[src/hdl/sser_pkg.sv]
// Shared types and constants for the SPI slave event responder.
// No dependencies; sser_csr, sser_ctrl and the top level refer to this package.

package sser_pkg;

   // request actions
   localparam logic [1:0] ACT_RX      = 2'd0;
   localparam logic [1:0] ACT_EVENT   = 2'd1;
   localparam logic [1:0] ACT_ENCODER = 2'd2;

   // transaction modes
   localparam logic [2:0] MODE_IDLE       = 3'd0;
   localparam logic [2:0] MODE_SIMPLE     = 3'd1;
   localparam logic [2:0] MODE_LED        = 3'd2;
   localparam logic [2:0] MODE_LCD_TOP    = 3'd3;
   localparam logic [2:0] MODE_LCD_BOTTOM = 3'd4;
   localparam logic [2:0] MODE_DIP        = 3'd5;

   // data bytes that follow each frame command
   localparam logic [4:0] LED_BYTES = 5'd2;
   localparam logic [4:0] LCD_BYTES = 5'd16;

   // encoder ids and the event codes they map to
   localparam logic [2:0] ENC_ID_0   = 3'd0;
   localparam logic [2:0] ENC_ID_1   = 3'd2;
   localparam logic [2:0] ENC_ID_2   = 3'd4;
   localparam logic [3:0] ENC_CODE_0 = 4'd13;
   localparam logic [3:0] ENC_CODE_1 = 4'd14;
   localparam logic [3:0] ENC_CODE_2 = 4'd15;

   // configuration register indexes
   localparam logic [2:0] CSR_CMD_SIMPLE     = 3'd0;
   localparam logic [2:0] CSR_CMD_LED        = 3'd1;
   localparam logic [2:0] CSR_CMD_LCD_TOP    = 3'd2;
   localparam logic [2:0] CSR_CMD_LCD_BOTTOM = 3'd3;
   localparam logic [2:0] CSR_CMD_DIP        = 3'd4;

   typedef struct packed {
      logic [7:0] simple;
      logic [7:0] led;
      logic [7:0] lcd_top;
      logic [7:0] lcd_bottom;
      logic [7:0] dip;
   } cmd_set_type;

endpackage

[src/hdl/sser_if.sv]
// Request and response channel interfaces of the SPI slave event responder.
// Depends on nothing; carries valid, ready and the payload of each channel.

interface sser_req_if;
   logic       valid;
   logic       ready;
   logic [1:0] action;
   logic [7:0] rx_byte;
   logic [7:0] event_byte;
   logic [2:0] encoder_id;
   logic [3:0] encoder_count;
   logic [7:0] dip_value;

   modport source (output valid, action, rx_byte, event_byte, encoder_id,
                   encoder_count, dip_value, input ready);
   modport sink (input valid, action, rx_byte, event_byte, encoder_id,
                 encoder_count, dip_value, output ready);
endinterface

interface sser_rsp_if;
   logic       valid;
   logic       ready;
   logic       tx_load;
   logic [7:0] tx_byte;
   logic       store_valid;
   logic [3:0] store_index;
   logic [7:0] store_byte;
   logic [1:0] frame_done;
   logic       event_dropped;

   modport source (output valid, tx_load, tx_byte, store_valid, store_index,
                   store_byte, frame_done, event_dropped, input ready);
   modport sink (input valid, tx_load, tx_byte, store_valid, store_index,
                 store_byte, frame_done, event_dropped, output ready);
endinterface

[src/hdl/spi_slave_event_responder.sv]
// Top level of the SPI slave event responder.
// Depends on sser_pkg, sser_if, sser_csr, sser_stack_mem and sser_ctrl.

// Each request (a byte received from the SPI master, a key event push or an
// encoder push) produces exactly one response in the cycle after it is taken,
// and a new request is taken every cycle while the response side keeps up; a
// waiting response holds and stalls further requests. The response register
// lies between request and response; the registered read of the event stack
// memory, which holds both double-buffered stacks of STACK_DEPTH bytes, lands
// in the same cycle. The user must write command bytes through the csr_ port
// only while no request is in flight; the block itself does not enforce this.

module spi_slave_event_responder #(
   parameter int STACK_DEPTH = 32
) (
   input  logic       clock,
   input  logic       reset,
   sser_req_if.sink   req,
   sser_rsp_if.source rsp,
   input  logic       csr_we,
   input  logic [2:0] csr_index,
   input  logic [7:0] csr_wdata
);

   localparam int IDX_W = $clog2(STACK_DEPTH);
   localparam int CNT_W = $clog2(STACK_DEPTH + 1);

   sser_pkg::cmd_set_type cmds;
   logic                  mem_we;
   logic [IDX_W:0]        mem_waddr;
   logic [7:0]            mem_wdata;
   logic                  mem_re;
   logic [IDX_W:0]        mem_raddr;
   logic [7:0]            mem_rdata;

   sser_csr u_csr (
      .clock     (clock),
      .reset     (reset),
      .csr_we    (csr_we),
      .csr_index (csr_index),
      .csr_wdata (csr_wdata),
      .cmds      (cmds)
   );

   sser_stack_mem #(
      .ADDR_W (IDX_W + 1)
   ) u_mem (
      .clock (clock),
      .we    (mem_we),
      .waddr (mem_waddr),
      .wdata (mem_wdata),
      .re    (mem_re),
      .raddr (mem_raddr),
      .rdata (mem_rdata)
   );

   sser_ctrl #(
      .STACK_DEPTH (STACK_DEPTH),
      .IDX_W       (IDX_W),
      .CNT_W       (CNT_W)
   ) u_ctrl (
      .clock     (clock),
      .reset     (reset),
      .cmds      (cmds),
      .req       (req),
      .rsp       (rsp),
      .mem_we    (mem_we),
      .mem_waddr (mem_waddr),
      .mem_wdata (mem_wdata),
      .mem_re    (mem_re),
      .mem_raddr (mem_raddr),
      .mem_rdata (mem_rdata)
   );

endmodule

[src/hdl/sser_csr.sv]
// Command byte registers of the SPI slave event responder.
// Depends on sser_pkg for the register indexes and the command set struct.

module sser_csr (
   input  logic                 clock,
   input  logic                 reset,
   input  logic                 csr_we,
   input  logic [2:0]           csr_index,
   input  logic [7:0]           csr_wdata,
   output sser_pkg::cmd_set_type cmds
);

   sser_pkg::cmd_set_type cmds_ff;

   always_ff @(posedge clock) begin
      if (reset) begin
         cmds_ff.simple     <= 8'd1;
         cmds_ff.led        <= 8'd2;
         cmds_ff.lcd_top    <= 8'd3;
         cmds_ff.lcd_bottom <= 8'd4;
         cmds_ff.dip        <= 8'd5;
      end else if (csr_we) begin
         case (csr_index)
            sser_pkg::CSR_CMD_SIMPLE:     cmds_ff.simple     <= csr_wdata;
            sser_pkg::CSR_CMD_LED:        cmds_ff.led        <= csr_wdata;
            sser_pkg::CSR_CMD_LCD_TOP:    cmds_ff.lcd_top    <= csr_wdata;
            sser_pkg::CSR_CMD_LCD_BOTTOM: cmds_ff.lcd_bottom <= csr_wdata;
            sser_pkg::CSR_CMD_DIP:        cmds_ff.dip        <= csr_wdata;
            default: ;
         endcase
      end
   end

   assign cmds = cmds_ff;

endmodule

[src/hdl/sser_stack_mem.sv]
// Event stack storage: both stacks in one memory, the stack select in the
// address MSB. One write and one registered read per cycle; uses no package.

module sser_stack_mem #(
   parameter int ADDR_W = 6
) (
   input  logic              clock,
   input  logic              we,
   input  logic [ADDR_W-1:0] waddr,
   input  logic [7:0]        wdata,
   input  logic              re,
   input  logic [ADDR_W-1:0] raddr,
   output logic [7:0]        rdata
);

   logic [7:0] mem [2**ADDR_W];
   logic [7:0] rdata_ff;

   always_ff @(posedge clock) begin
      if (we) begin
         mem[waddr] <= wdata;
      end
   end

   // read data holds until the next read
   always_ff @(posedge clock) begin
      if (re) begin
         rdata_ff <= mem[raddr];
      end
   end

   assign rdata = rdata_ff;

endmodule

[src/hdl/sser_ctrl.sv]
// Request decode, stack bookkeeping and response register of the responder.
// Depends on sser_pkg and the channel interfaces; drives sser_stack_mem.

module sser_ctrl #(
   parameter int STACK_DEPTH = 32,
   parameter int IDX_W = $clog2(STACK_DEPTH),
   parameter int CNT_W = $clog2(STACK_DEPTH + 1)
) (
   input  logic                  clock,
   input  logic                  reset,
   input  sser_pkg::cmd_set_type cmds,
   sser_req_if.sink              req,
   sser_rsp_if.source            rsp,
   output logic                  mem_we,
   output logic [IDX_W:0]        mem_waddr,
   output logic [7:0]            mem_wdata,
   output logic                  mem_re,
   output logic [IDX_W:0]        mem_raddr,
   input  logic [7:0]            mem_rdata
);

   localparam logic [CNT_W-1:0] DEPTH_CNT = CNT_W'(STACK_DEPTH);
   localparam logic [CNT_W-1:0] CNT_ONE   = CNT_W'(1);

   logic [2:0]       mode_ff, mode_in;
   logic [4:0]       bytes_left_ff, bytes_left_in;
   logic             side_ff, side_in;     // 1: stack A takes pushes
   logic [CNT_W-1:0] cnt_a_ff, cnt_a_in;
   logic [CNT_W-1:0] cnt_b_ff, cnt_b_in;

   logic             valid_ff;
   logic             tx_load_ff, tx_load_in;
   logic [7:0]       tx_ff, tx_in;
   logic             from_mem_ff, from_mem_in;
   logic             st_valid_ff, st_valid_in;
   logic [3:0]       st_idx_ff, st_idx_in;
   logic [7:0]       st_byte_ff, st_byte_in;
   logic [1:0]       done_ff, done_in;
   logic             dropped_ff, dropped_in;

   logic             accept;
   logic [CNT_W-1:0] wr_cnt, rd_cnt, wr_new, rd_new;
   logic [CNT_W-1:0] wr_dec, rd_dec;
   logic [4:0]       bl_dec;
   logic [7:0]       push_val;
   logic             push_req, swap_pop, pop;
   logic             do_we, do_re;
   logic [IDX_W:0]   raddr;

   assign req.ready = !valid_ff || rsp.ready;
   assign accept = req.valid && req.ready;

   assign wr_cnt = side_ff ? cnt_a_ff : cnt_b_ff;
   assign rd_cnt = side_ff ? cnt_b_ff : cnt_a_ff;
   assign wr_dec = wr_cnt - CNT_ONE;
   assign rd_dec = rd_cnt - CNT_ONE;
   assign bl_dec = (bytes_left_ff != 5'd0) ? bytes_left_ff - 5'd1 : bytes_left_ff;

   always_comb begin
      push_val = 8'd0;
      case (req.encoder_id)
         sser_pkg::ENC_ID_0: push_val = {req.encoder_count, sser_pkg::ENC_CODE_0};
         sser_pkg::ENC_ID_1: push_val = {req.encoder_count, sser_pkg::ENC_CODE_1};
         sser_pkg::ENC_ID_2: push_val = {req.encoder_count, sser_pkg::ENC_CODE_2};
         default:            push_val = 8'd0;
      endcase
      if (req.action == sser_pkg::ACT_EVENT) begin
         push_val = req.event_byte;
      end
   end

   always_comb begin
      mode_in       = mode_ff;
      bytes_left_in = bytes_left_ff;
      tx_load_in    = 1'b0;
      tx_in         = 8'd0;
      from_mem_in   = 1'b0;
      st_valid_in   = 1'b0;
      st_idx_in     = 4'd0;
      st_byte_in    = 8'd0;
      done_in       = 2'd0;
      dropped_in    = 1'b0;
      swap_pop      = 1'b0;
      pop           = 1'b0;
      push_req      = 1'b0;
      wr_new        = wr_cnt;
      rd_new        = rd_cnt;
      side_in       = side_ff;
      do_we         = 1'b0;
      do_re         = 1'b0;
      raddr         = {~side_ff, rd_dec[IDX_W-1:0]};

      case (req.action)
         sser_pkg::ACT_RX: begin
            tx_load_in = 1'b1;
            case (mode_ff)
               sser_pkg::MODE_IDLE: begin
                  if (req.rx_byte == cmds.simple) begin
                     if (wr_cnt != '0) begin
                        swap_pop = 1'b1;
                        mode_in  = sser_pkg::MODE_SIMPLE;
                     end else begin
                        tx_in = 8'(wr_cnt);
                     end
                  end else if (req.rx_byte == cmds.led) begin
                     swap_pop      = 1'b1;
                     mode_in       = sser_pkg::MODE_LED;
                     bytes_left_in = sser_pkg::LED_BYTES;
                  end else if (req.rx_byte == cmds.lcd_top) begin
                     swap_pop      = 1'b1;
                     mode_in       = sser_pkg::MODE_LCD_TOP;
                     bytes_left_in = sser_pkg::LCD_BYTES;
                  end else if (req.rx_byte == cmds.lcd_bottom) begin
                     swap_pop      = 1'b1;
                     mode_in       = sser_pkg::MODE_LCD_BOTTOM;
                     bytes_left_in = sser_pkg::LCD_BYTES;
                  end else if (req.rx_byte == cmds.dip) begin
                     tx_in   = req.dip_value;
                     mode_in = sser_pkg::MODE_DIP;
                  end else begin
                     tx_in = 8'(wr_cnt);
                  end
               end
               sser_pkg::MODE_SIMPLE: begin
                  if (rd_cnt == '0) begin
                     tx_in   = 8'(wr_cnt);
                     mode_in = sser_pkg::MODE_IDLE;
                  end else begin
                     pop = 1'b1;
                  end
               end
               sser_pkg::MODE_LED, sser_pkg::MODE_LCD_TOP, sser_pkg::MODE_LCD_BOTTOM: begin
                  bytes_left_in = bl_dec;
                  if (bl_dec == 5'd0) begin
                     done_in = 2'(mode_ff - 3'd1);
                     mode_in = sser_pkg::MODE_IDLE;
                     tx_in   = 8'(wr_cnt);
                  end else begin
                     pop = 1'b1;
                  end
                  st_valid_in = 1'b1;
                  st_idx_in   = bl_dec[3:0];
                  st_byte_in  = req.rx_byte;
               end
               default: begin
                  mode_in = sser_pkg::MODE_IDLE;
                  tx_in   = 8'(wr_cnt);
               end
            endcase
         end
         sser_pkg::ACT_EVENT, sser_pkg::ACT_ENCODER: begin
            // a zero key byte means no event
            push_req = (req.action == sser_pkg::ACT_ENCODER) || (req.event_byte != 8'd0);
         end
         default: ;
      endcase

      // the old write stack becomes the read stack and gives its top entry
      if (swap_pop && wr_cnt != '0) begin
         side_in     = ~side_ff;
         wr_new      = wr_dec;
         do_re       = 1'b1;
         raddr       = {side_ff, wr_dec[IDX_W-1:0]};
         from_mem_in = 1'b1;
      end

      if (pop && rd_cnt != '0) begin
         rd_new      = rd_dec;
         do_re       = 1'b1;
         from_mem_in = 1'b1;
      end

      if (push_req) begin
         if (wr_cnt >= DEPTH_CNT) begin
            dropped_in = 1'b1;
         end else begin
            do_we  = 1'b1;
            wr_new = wr_cnt + CNT_ONE;
            if (mode_ff == sser_pkg::MODE_IDLE) begin
               tx_load_in = 1'b1;
               tx_in      = 8'(wr_cnt) + 8'd1;
            end
         end
      end

      if (side_ff) begin
         cnt_a_in = wr_new;
         cnt_b_in = rd_new;
      end else begin
         cnt_a_in = rd_new;
         cnt_b_in = wr_new;
      end
   end

   assign mem_we    = accept && do_we;
   assign mem_waddr = {side_ff, wr_cnt[IDX_W-1:0]};
   assign mem_wdata = push_val;
   assign mem_re    = accept && do_re;
   assign mem_raddr = raddr;

   always_ff @(posedge clock) begin
      if (reset) begin
         mode_ff       <= sser_pkg::MODE_IDLE;
         bytes_left_ff <= 5'd0;
         side_ff       <= 1'b1;
         cnt_a_ff      <= '0;
         cnt_b_ff      <= '0;
         valid_ff      <= 1'b0;
      end else begin
         if (accept) begin
            mode_ff       <= mode_in;
            bytes_left_ff <= bytes_left_in;
            side_ff       <= side_in;
            cnt_a_ff      <= cnt_a_in;
            cnt_b_ff      <= cnt_b_in;
            valid_ff      <= 1'b1;
         end else if (rsp.ready) begin
            valid_ff <= 1'b0;
         end
      end
   end

   always_ff @(posedge clock) begin
      if (accept) begin
         tx_load_ff  <= tx_load_in;
         tx_ff       <= tx_in;
         from_mem_ff <= from_mem_in;
         st_valid_ff <= st_valid_in;
         st_idx_ff   <= st_idx_in;
         st_byte_ff  <= st_byte_in;
         done_ff     <= done_in;
         dropped_ff  <= dropped_in;
      end
   end

   // popped bytes arrive from the memory read register
   assign rsp.valid         = valid_ff;
   assign rsp.tx_load       = tx_load_ff;
   assign rsp.tx_byte       = from_mem_ff ? mem_rdata : tx_ff;
   assign rsp.store_valid   = st_valid_ff;
   assign rsp.store_index   = st_idx_ff;
   assign rsp.store_byte    = st_byte_ff;
   assign rsp.frame_done    = done_ff;
   assign rsp.event_dropped = dropped_ff;

endmodule
[src/flat_wrapper.sv]
// flat-port wrapper written by rule: the top's interface ports become plain ports
module spi_slave_event_responder_flat 
#(
   parameter int STACK_DEPTH = 32
)
  (clock, reset, csr_we, csr_index, csr_wdata, req_valid, req_action, req_rx_byte, req_event_byte, req_encoder_id, req_encoder_count, req_dip_value, req_ready, rsp_valid, rsp_tx_load, rsp_tx_byte, rsp_store_valid, rsp_store_index, rsp_store_byte, rsp_frame_done, rsp_event_dropped, rsp_ready);
  sser_req_if req_i ();
  sser_rsp_if rsp_i ();
  input  logic clock;
  input  logic reset;
  input  logic csr_we;
  input  logic [2:0] csr_index;
  input  logic [7:0] csr_wdata;
  input wire logic [$bits(req_i.valid)-1:0] req_valid;
  input wire logic [$bits(req_i.action)-1:0] req_action;
  input wire logic [$bits(req_i.rx_byte)-1:0] req_rx_byte;
  input wire logic [$bits(req_i.event_byte)-1:0] req_event_byte;
  input wire logic [$bits(req_i.encoder_id)-1:0] req_encoder_id;
  input wire logic [$bits(req_i.encoder_count)-1:0] req_encoder_count;
  input wire logic [$bits(req_i.dip_value)-1:0] req_dip_value;
  output wire logic [$bits(req_i.ready)-1:0] req_ready;
  output wire logic [$bits(rsp_i.valid)-1:0] rsp_valid;
  output wire logic [$bits(rsp_i.tx_load)-1:0] rsp_tx_load;
  output wire logic [$bits(rsp_i.tx_byte)-1:0] rsp_tx_byte;
  output wire logic [$bits(rsp_i.store_valid)-1:0] rsp_store_valid;
  output wire logic [$bits(rsp_i.store_index)-1:0] rsp_store_index;
  output wire logic [$bits(rsp_i.store_byte)-1:0] rsp_store_byte;
  output wire logic [$bits(rsp_i.frame_done)-1:0] rsp_frame_done;
  output wire logic [$bits(rsp_i.event_dropped)-1:0] rsp_event_dropped;
  input wire logic [$bits(rsp_i.ready)-1:0] rsp_ready;
  assign req_i.valid = req_valid;
  assign req_i.action = req_action;
  assign req_i.rx_byte = req_rx_byte;
  assign req_i.event_byte = req_event_byte;
  assign req_i.encoder_id = req_encoder_id;
  assign req_i.encoder_count = req_encoder_count;
  assign req_i.dip_value = req_dip_value;
  assign req_ready = req_i.ready;
  assign rsp_valid = rsp_i.valid;
  assign rsp_tx_load = rsp_i.tx_load;
  assign rsp_tx_byte = rsp_i.tx_byte;
  assign rsp_store_valid = rsp_i.store_valid;
  assign rsp_store_index = rsp_i.store_index;
  assign rsp_store_byte = rsp_i.store_byte;
  assign rsp_frame_done = rsp_i.frame_done;
  assign rsp_event_dropped = rsp_i.event_dropped;
  assign rsp_i.ready = rsp_ready;
  spi_slave_event_responder #(.STACK_DEPTH(STACK_DEPTH)) u_core (.clock(clock), .reset(reset), .req(req_i), .rsp(rsp_i), .csr_we(csr_we), .csr_index(csr_index), .csr_wdata(csr_wdata));
endmodule
[config.mk]
export PLATFORM = sky130hd
export DESIGN_NAME = spi_slave_event_responder_flat
export DESIGN_NICKNAME = d
export VERILOG_FILES = /design/src/hdl/sser_pkg.sv /design/src/hdl/sser_if.sv /design/src/hdl/spi_slave_event_responder.sv /design/src/hdl/sser_csr.sv /design/src/hdl/sser_stack_mem.sv /design/src/hdl/sser_ctrl.sv /design/src/flat_wrapper.sv
export SDC_FILE = /design/constraint.sdc
export NUM_CORES = 1
export LEC_CHECK = 0
export BUFFER_PORTS_ARGS = -buffer_cell sky130_fd_sc_hd__buf_2
export CORE_MARGIN = 1.5
export CORE_UTILIZATION = 55
export DETAILED_ROUTE_END_ITERATION = 8
export PLACE_DENSITY = 0.76
export SETUP_SLACK_MARGIN = 0.05
export SYNTH_ARGS = -nofsm -noshare
export SYNTH_HDL_FRONTEND = slang
export SYNTH_SLANG_ARGS = --single-unit
[constraint.sdc]
create_clock -name clock -period 5.6 [get_ports clock]
set_clock_uncertainty 0.05 [all_clocks]
set_input_delay 0 -clock clock [delete_from_list [all_inputs] [get_ports clock]]
set_output_delay 0 -clock clock [all_outputs]
set_load 0.05 [all_outputs]
# After elaboration in Yosys (flattened, before gate mapping)

Memories as Yosys holds them, arrays and structs flattened. A register that Yosys moved wholly into a read port is not among the register bits.
Cells that the tools add are included.

Output and inout port bits: 27
Memories: 1
RAM bits: 512
Input bits: 49
Register bits after elaboration: 88

Memories:

| name             | depth | width | rd ports | clocked after memory_dff | wr ports | line                 | source |
|---|---|---|---|---|---|---|---|
| u_core.u_mem.mem | 64    | 8     | 1        | 1                        | 1        | sser_stack_mem.sv:16 | `logic [7:0] mem [2**ADDR_W];` |

Equal/unequal tests: 23
Multiplexer cells: 66
Bitwise operators: 1
$add $sub $neg: 6
Reduce and logical (&&, ||, !) cells: 32
Magnitude comparators: 1

Operators by type and width:

| cell                                                      | count |
|---|---|
| two-way mux 8 bit                                         | 11 |
| two-way mux 6 bit                                         | 12 |
| case mux 8 bit (3 select lines)                           | 2 |
| equality test 8 bit                                       | 5 |
| two-way mux 1 bit                                         | 25 |
| two-way mux 5 bit                                         | 5 |
| two-way mux 3 bit                                         | 8 |
| equality test 3 x 2 -> 1 bit (second input constant)      | 5 |
| AND reduction 2 bit                                       | 7 |
| nonzero test 6 bit                                        | 2 |
| subtractor 6 x 1 -> 6 bit (second input constant)         | 2 |
| case mux 5 bit (2 select lines)                           | 1 |
| equality test 3 bit (second input constant)               | 3 |
| zero test 3 bit                                           | 3 |
| case mux 3 bit (3 select lines)                           | 1 |
| nonzero test 8 bit                                        | 1 |
| adder 6 x 1 -> 7 bit (second input constant)              | 1 |
| adder 6 x 1 -> 6 bit (second input constant)              | 1 |
| equality test 3 x 1 -> 1 bit (second input constant)      | 2 |
| greater-or-equal comparator 6 bit (second input constant) | 1 |
| zero test 6 bit                                           | 1 |
| inequality test 2 bit (second input constant)             | 3 |
| inequality test 6 bit (second input constant)             | 1 |
| AND reduction 6 bit                                       | 1 |
| 19 further kinds                                          | 25 |

# Logic depth before layout (Yosys ltp)

Gate-level depths: netlist of the first run.

Depth after elaboration: 12
Mapped depth: 16
Depth with buffers taken out: 12

# Modules after synthesis

A second synthesis of the first run with hierarchy kept.

Cells, all modules: 1553
Area, all modules: 25941.1 um^2

Modules (own cells, without submodules):

| module         | times used | area each (um^2) | cells an instance | sequential area each (um^2) |
|---|---|---|---|---|
| sser_stack_mem | 1          | 20193.1          | 919               | 15615.0 |
| sser_ctrl      | 1          | 4122.7           | 484               | 1221.2 |
| sser_csr       | 1          | 1625.3           | 150               | 800.8 |

# Worst setup path before layout of the first run

OpenSTA, ideal clock, no wires.

Kind: input to register
Start: input port req_action[1]
End: memory u_core.u_mem.mem[0][1] (data pin)
Buffers on the path: 1
Setup slack: 1.691 ns
Stages on the path: 4
Arrival: 3.137 ns
Library setup time: 0.722 ns
Cells stage by stage: inv_1 -> ha_1 -> clkbuf_1 -> o31ai_1

Word-level cells in the longest chain between the ends: 2

Ends and longest elaborated chain:

| element                      | line                            | source |
|---|---|---|
| start, declared              | flat_wrapper.sv:15              | `input wire logic [$bits(req_i.action)-1:0] req_action;` |
| equality test 2 x 1 -> 1 bit | sser_ctrl.sv:67                 | `if (req.action == sser_pkg::ACT_EVENT) begin` |
| two-way mux 8 bit            | sser_ctrl.sv:67                 |  |
| net u_core.mem_wdata[1]      | spi_slave_event_responder.sv:31 | `logic [7:0] mem_wdata;` |
| end, declared                | sser_stack_mem.sv:16            |  |

The timed path passes the listed nets, and every way through them passes these cells.

# Worst setup path in the final report of the first run

Start: register u_core.u_ctrl.side_ff
End: register u_core.u_mem.rdata_ff[6] (netlist: u_core.u_mem.rdata[6]), read port of u_core.u_mem.mem (data pin)

Word-level cells in the longest chain between the ends: 10

Ends and longest elaborated chain:

| element                | line                              | source |
|---|---|---|
| start, declared        | sser_ctrl.sv:27                   | `logic side_ff, side_in;` |
| start signal, assigned | sser_ctrl.sv:213                  | `side_ff <= side_in;` |
| two-way mux 6 bit      | sser_ctrl.sv:53                   | `assign wr_cnt = side_ff ? cnt_a_ff : cnt_b_ff;` |
| nonzero test 6 bit     | sser_ctrl.sv:99, sser_ctrl.sv:159 |  |
| two-way mux 1 bit      | sser_ctrl.sv:99                   | `if (wr_cnt != '0) begin` |
| two-way mux 1 bit      | sser_ctrl.sv:98                   | `if (req.rx_byte == cmds.simple) begin` |
| two-way mux 1 bit      | sser_ctrl.sv:96                   | `case (mode_ff)` |
| two-way mux 1 bit      | sser_ctrl.sv:93                   | `case (req.action)` |
| logical AND 1 bit      | sser_ctrl.sv:159                  | `if (swap_pop && wr_cnt != '0) begin` |
| two-way mux 1 bit      | sser_ctrl.sv:159                  |  |
| two-way mux 1 bit      | -                                 |  |
| logical AND 1 bit      | sser_ctrl.sv:198                  | `assign mem_re = accept && do_re;` |
| end, declared          | sser_stack_mem.sv:17              | `logic [7:0] rdata_ff;` |

Several ways; a longest one is shown, not always the timed one.
A chain may end at the register's enable or synchronous reset.

==> run summary, run 1 <==
Status: finished clean
Post-CTS sizing: 0
Core area: 47550 um2
Slew Viols, Final: 0
Top_reg_cell synth: edfxtp_1
Critical Path RT: 5.92 ns
Worst IR Drop VDD: 272.4 uV
Placer Congestion: 0.9207
Port bufs: 75
Commonest cells after routing, fill and taps aside: edfxtp_1 (546), nand2_1 (404), mux2i_1 (205)
Ys async rst share: 0
Hpwl dp: 40.30 mm
Post-synthesis cell count: 2039
Final ANT Viol Nets: 0
DIE WIDTH: 222.0 um
Crit path cell chain: buf_4 -> mux2i_1 -> o2111ai_1 -> nand3_2 -> a41oi_4 -> mux2i_4 -> buf_4 -> mux2i_1 -> mux2i_1 -> mux2i_1 -> o2111ai_1 -> or4_1
# IOs: 76
DP Area: 27260 um2
Critical Path Start Type: flip-flop
WS Path Type: reg2reg
Vias: 16950
Netlist cell types: 66
First-pass GRT wire length: 98.03 mm
Final Cell Area: 29760 um2
H-tree depth: 2
Post-CTS setup buffers: 0
CTS Sinks: 608
Synthesized flop and latch total: 608
Row count: 80
Pin count of the biggest net entering global routing: 71
Final min period: 5.083 ns
Max FO, Critical Path: 64
Die Y-Extent: 222.0 um
Avg Cell Area, Syn: 12.94 um2
Total GRT Usage: 0.2619
CTS buffer count: 60
Initial core utilization: 0.5549
Buffers & Inverters on Critical Path: 2
Fillcell total: 3377
First-pass iteration count of the detailed router: 6
Netlist Area Pre-Place: 26380 um2
Met3 Usage GRT: 0.04797
Top cell type's share of synthesized area: 0.6215
Hold Path Class: in2reg
Residual DRC count: 0
DR WL/cell: 23.14 um
Max Cap Viol: 0
Unrepaired setup endpoints after global routing: false
Worst-path clk slew: 0.06 ns
Slew @ Worst Pin: 1.123 ns
CTS tree: built
Commonest non-fill, non-tap cell in the layout: edfxtp_1
Gr busiest metal: met2
Latest clock arrival within the worst-skew pair: 0.64 ns
EDFF count, synth: 546
Power density cells: 330.0 nW/um2
Met1 Track Usage GR: 0.3572
CP max stage cell: dfxtp_1
Ys Warns: 0
Vias in the first global route: 16520
Met2 Use GR: 0.4242
Achievable frequency: 196.7 MHz
Initial antenna violation count: 2
Final Cycle Share: 0.9076
Register area share after synthesis: 0.6685
Syn-to-layout area delta: 12.79%
DIE AREA: 49290 um2
Root Buffer: clkbuf_16
Worst path max stage delay: 0.66 ns
Final TNS setup: 0 ns
Most frequent CP cell: mux2i_1
CTS max path bufs: 3
CP Capture Type: flip-flop
Final Hold Fails: 0
Arr. time, crit path: 5.40 ns
Grt total ovfl: 0
Share of cells above drive strength 1: 0.1164
Final setup vio count: 0
Starting DRC count in detailed routing: 1876
Nets: 2192
Slew Limit Headroom: 0.2516
Largest cells by area after synthesis: edfxtp_1 (62%), mux2i_1 (7.9%), nand2_1 (5.7%), dfxtp_1 (4.7%), nor2_1 (1.8%)
DR vias/cell: 6.056
Leak: 10.05 nW
Area leader, netlist: edfxtp_1
Drt total wl: 64.78 mm
Top delay family on crit path: multiplexers
Mapped Nets: 2100
cell usage after synthesis (6+ instances only):
cell type / instances
or3_1: 9
inv_1: 16
nor2_1: 125
a211oi_1: 18
ha_1: 12
nor4_1: 13
a21oi_1: 67
nor4_2: 7
and2_1: 20
buf_2: 30
a31oi_1: 16
dfxtp_1: 62
buf_1: 6
nand3_1: 69
o22ai_1: 9
o211ai_1: 51
buf_6: 13
a22oi_1: 31
nand4_1: 17
nand2_1: 404
nor2b_1: 6
and3_1: 16
or4_1: 8
buf_4: 9
xnor2_1: 14
nor3_1: 26
o21ai_0: 12
nand3b_1: 7
mux2i_1: 207
edfxtp_1: 546
a22o_1: 12
mux2_2: 16
nand2b_1: 6
xor2_1: 41
clkbuf_1: 56
final timing paths:
kind	start	endpoint	slack [ns]	depth (start not counted)
setup / recovery	u_core.u_ctrl.side_ff	u_core.u_mem.rdata[6]	0.52	12
hold / removal	reset	u_core.u_csr.cmds[18]	0.02	2
setup reg to reg	u_core.u_ctrl.side_ff	u_core.u_mem.rdata[6]	0.52	12
hold reg to reg	u_core.u_csr.cmds[28]	u_core.u_csr.cmds[28]	0.42	2
flip-flops by register name, summed over array words and instances (netlist names), 3 cells and up:
| register | cells |
|---|---|
| u_core.u_ctrl.cnt_b_ff | 6 |
| u_core.u_csr.cmds | 40 |
| u_core.u_ctrl.cnt_a_ff | 6 |
| u_core.u_ctrl.rsp.store_byte | 8 |
| u_core.u_ctrl.mode_ff | 3 |
| u_core.u_ctrl.bytes_left_ff | 5 |
| u_core.u_ctrl.tx_ff | 8 |
| u_core.u_ctrl.rsp.store_index | 4 |
| u_core.u_mem.rdata | 8 |
| u_core.u_mem.mem | 512 |
kinds of logic after synthesis:
kind of cell	synth area share
xor gates and xnor gates	0.01826
muxes	0.08641
and+or+nand+nor	0.1278
AOI/OAI and AO/OA	0.06753
DFF	0.6685
adders and majority gates	0.005691
buffers and inverters	0.02585
cell type report:
type	count	area, um2	area share
flip-flops and latches	608	17640	0.5927
multi-input cells	1298	8128	0.2731
clock buffers	73	1613	0.05420
repair buffers	147	1061	0.03566
well taps	615	769.5	0.02586
clock inverters	41	485.5	0.01631
inverters	16	60.06	0.002018
diodes	1	2.502	0.00008410
repair_timing:
item | 4_1_cts | 5_1_grt
hold endpoints to repair | 58 | 0
setup endpoints to repair | 0 | 0
hold buffers | 39 | 0
per-layer routing:
metal,routed length (um),vias to the layer above
met2,31010,761
met4,2154,0
li1,-,7738
met1,26360,8318
met3,5250,135
met5,0,-
where the power goes:
group,switching [W],internal [W],total (W)
Clock,0.00171,0.00255,0.00425
Combinational,0.000388,0.000160,0.000548
Sequential,0.0000127,0.00500,0.00502
metrics by stage:
step                        util  instances  hold WS, ns  worst slack (ns)  total power, W
after floorplan                -       2039      0.06786             1.691        0.005449
after global placement    0.5733       2644       0.2006            0.7549        0.005618
after detailed placement  0.5733       2644       0.2080            0.6329        0.005634
after CTS                 0.6257       2797     0.003690            0.6094        0.009843
after global routing      0.6258       2798      0.07085            0.2406         0.01006
final                     0.6258       2799      0.02330            0.5174        0.009819
Power figures use the tool's default switching activity.
==> inputs of run 2 (changes only) <==
--- a/config.mk
+++ b/config.mk
@@ -6,10 +6,10 @@
 export NUM_CORES = 1
 export LEC_CHECK = 0
 export BUFFER_PORTS_ARGS = -buffer_cell sky130_fd_sc_hd__buf_2
-export CORE_MARGIN = 1.5
 export CORE_UTILIZATION = 55
 export DETAILED_ROUTE_END_ITERATION = 8
 export PLACE_DENSITY = 0.76
+export REMOVE_ABC_BUFFERS = 1
 export SETUP_SLACK_MARGIN = 0.05
 export SYNTH_ARGS = -nofsm -noshare
 export SYNTH_HDL_FRONTEND = slang
==> run 2 against run 1 <==
Net effect: sequential power barely moved; flip-flop and latch count did not move; clock power fell by 11%; critical path depth did not move; critical endpoint is now u_core.u_mem.rdata[7]; largest cell class unchanged; largest power group unchanged; highest routed layer unchanged.
==> run summary, run 2 (synthesized netlist as in run 1, its figures left out) <==
Critical Path Start Type: flip-flop
Hold Path Class: in2reg
Post-CTS setup buffers: 0
DIE WIDTH: 221.0 um
Syn-to-layout area delta: 11.88%
CP max stage cell: mux2i_4
HP Start: reset
Setup ws final: 0.4439 ns
Slew @ Worst Pin: 1.314 ns
CTS tree: built
Root Buffer: clkbuf_16
Power density cells: 317.1 nW/um2
Buffers & Inverters on Critical Path: 1
CTS buffer count: 58
Unrepaired setup endpoints after global routing: false
Final Hold Fails: 0
Commonest cells after routing, fill and taps aside: edfxtp_1 (546), nand2_1 (404), mux2i_1 (206)
Hpwl dp: 39.09 mm
Status: finished clean
First-pass GRT wire length: 96.81 mm
Most frequent CP cell: mux2i_1
Final min period: 5.156 ns
Placed insts: 2638
Worst IR Drop VDD: 304.2 uV
# IOs: 76
Final setup vio count: 0
CTS Sinks: 608
Crit path cell chain: mux2i_1 -> ha_1 -> o2111ai_1 -> nand3_2 -> a41oi_4 -> mux2i_4 -> buf_4 -> mux2i_1 -> mux2i_1 -> a22oi_1 -> nand4_1 -> or4_1
Max reg flops: 512
Final Cell Area: 29520 um2
R2r worst-path depth: 12
R2R Path Start: u_core.u_ctrl.side_ff
DR vias/cell: 6.126
Vias in the first global route: 16600
Commonest non-fill, non-tap cell in the layout: edfxtp_1
Share of cells above drive strength 1: 0.1121
Fillcell total: 3363
Max Cap Viol: 0
Total GRT Usage: 0.2594
Final ANT Viol Nets: 0
Hold Path End: u_core.u_csr.cmds[23]
Pin count of the biggest net entering global routing: 86
Post-CTS sizing: 0
H-tree depth: 2
Largest Register: u_core.u_mem.mem
CP Capture Type: flip-flop
Slew Viols, Final: 0
Initial core utilization: 0.5619
Residual DRC count: 0
CTS max path bufs: 3
Die Y-Extent: 221.0 um
Achievable frequency: 193.9 MHz
Seq. cell area: 17640 um2
Drt total wl: 63.53 mm
Dpl ws: 0.5120 ns
Port bufs: 75
Area occupied by multi-input gates: 8124 um2
DP Area: 27300 um2
Hold path cells: 2
Slew Limit Headroom: 0.1145
Worst path max stage delay: 0.81 ns
Total power: 0.009359 W
R2r setup slk: 0.44 ns
Leak: 9.954 nW
Top delay family on crit path: multiplexers
Arr. time, crit path: 5.47 ns
Placer Congestion: 0.9532
Row count: 79
Vias: 17060
Starting DRC count in detailed routing: 1789
Nets: 2191
Final Cycle Share: 0.9207
First-pass iteration count of the detailed router: 6
Critical Path RT: 5.92 ns
Reg2reg end: u_core.u_mem.rdata[7]
WS Path Type: reg2reg
Worst-path clk slew: 0.06 ns
Final Non-Filler Cells: 2785
DIE AREA: 48850 um2
Post-CTS Hold Buffers: 39
Initial antenna violation count: 2
Latest clock arrival within the worst-skew pair: 0.63 ns
DR WL/cell: 22.81 um
Max FO, Critical Path: 19
Core area: 46950 um2
Grt total ovfl: 0
==> run 2: cell count changes in the layout (fill, tap and decap cells not counted), sizes merged <==
cell	change
inv	+4
clkbuf	+8
clkinvlp	-2
clkinv	-9
bufinv	-8
buf	+1
==> run 2: how the worst max path moves through the flow <==
stage	start	to	cells after the start
finish	u_core.u_ctrl.side_ff	u_core.u_mem.rdata[7]	12
global route	u_core.u_ctrl.side_ff	u_core.u_mem.rdata[6]	12
CTS	u_core.u_ctrl.side_ff	u_core.u_mem.rdata[7]	12
detailed placement	u_core.u_ctrl.side_ff	u_core.u_mem.rdata[7]	12
global placement	u_core.u_ctrl.side_ff	u_core.u_mem.rdata[4]	12
floorplan	u_core.u_ctrl.side_ff	u_core.u_mem.rdata[6]	11
==> run 2: layout make-up <==
class	instances	share of cell area
tap	607	0.02573
clock buffer	81	0.05421
clock inverter	26	0.007672
timing repair buffer	148	0.03756
multi-input combinational	1298	0.2752
inverter	16	0.002035
sequential	608	0.5975
antenna	1	0.00008477
==> run 2: metrics by stage <==
| step | util | hold WS (ns) | setup TNS, ns |
|---|---|---|---|
| global placement | 0.5814 | 0.1943 | 0 |
| finish | 0.6287 | 0.03834 | 0 |
| global route | 0.6287 | 0.09337 | 0 |
| detailed placement | 0.5814 | 0.2159 | 0 |
| CTS | 0.6286 | 0.02086 | 0 |
| floorplan | - | 0.01907 | -103.85 |
==> run 2: worst register-to-register path, cell delays in order (launching register included) <==
cell,delay [ns]
dfxtp_1,0.64
mux2i_1,0.27
ha_1,0.37
o2111ai_1,0.17
nand3_2,0.15
a41oi_4,0.60
mux2i_4,0.82
buf_4,0.46
mux2i_1,0.31
mux2i_1,0.13
a22oi_1,0.25
nand4_1,0.23
or4_1,0.46
==> run 2: per-layer routing <==
metal | vias up | GRT usage | wire (um)
met1 | 8394 | 0.3551 | 25960
met4 | 0 | 0.1031 | 2180
met3 | 139 | 0.04156 | 5311
met2 | 801 | 0.4175 | 30080
li1 | 7727 | - | -
met5 | - | 0 | 0
==> run 2: report_power, final <==
part | switching, W | internal, W | leakage [nW]
registers | 0.0000146 | 0.00500 | 5.50
logic | 0.000390 | 0.000159 | 3.56
clock network | 0.00166 | 0.00214 | 0.893
total | 0.00206 | 0.00730 | 9.95
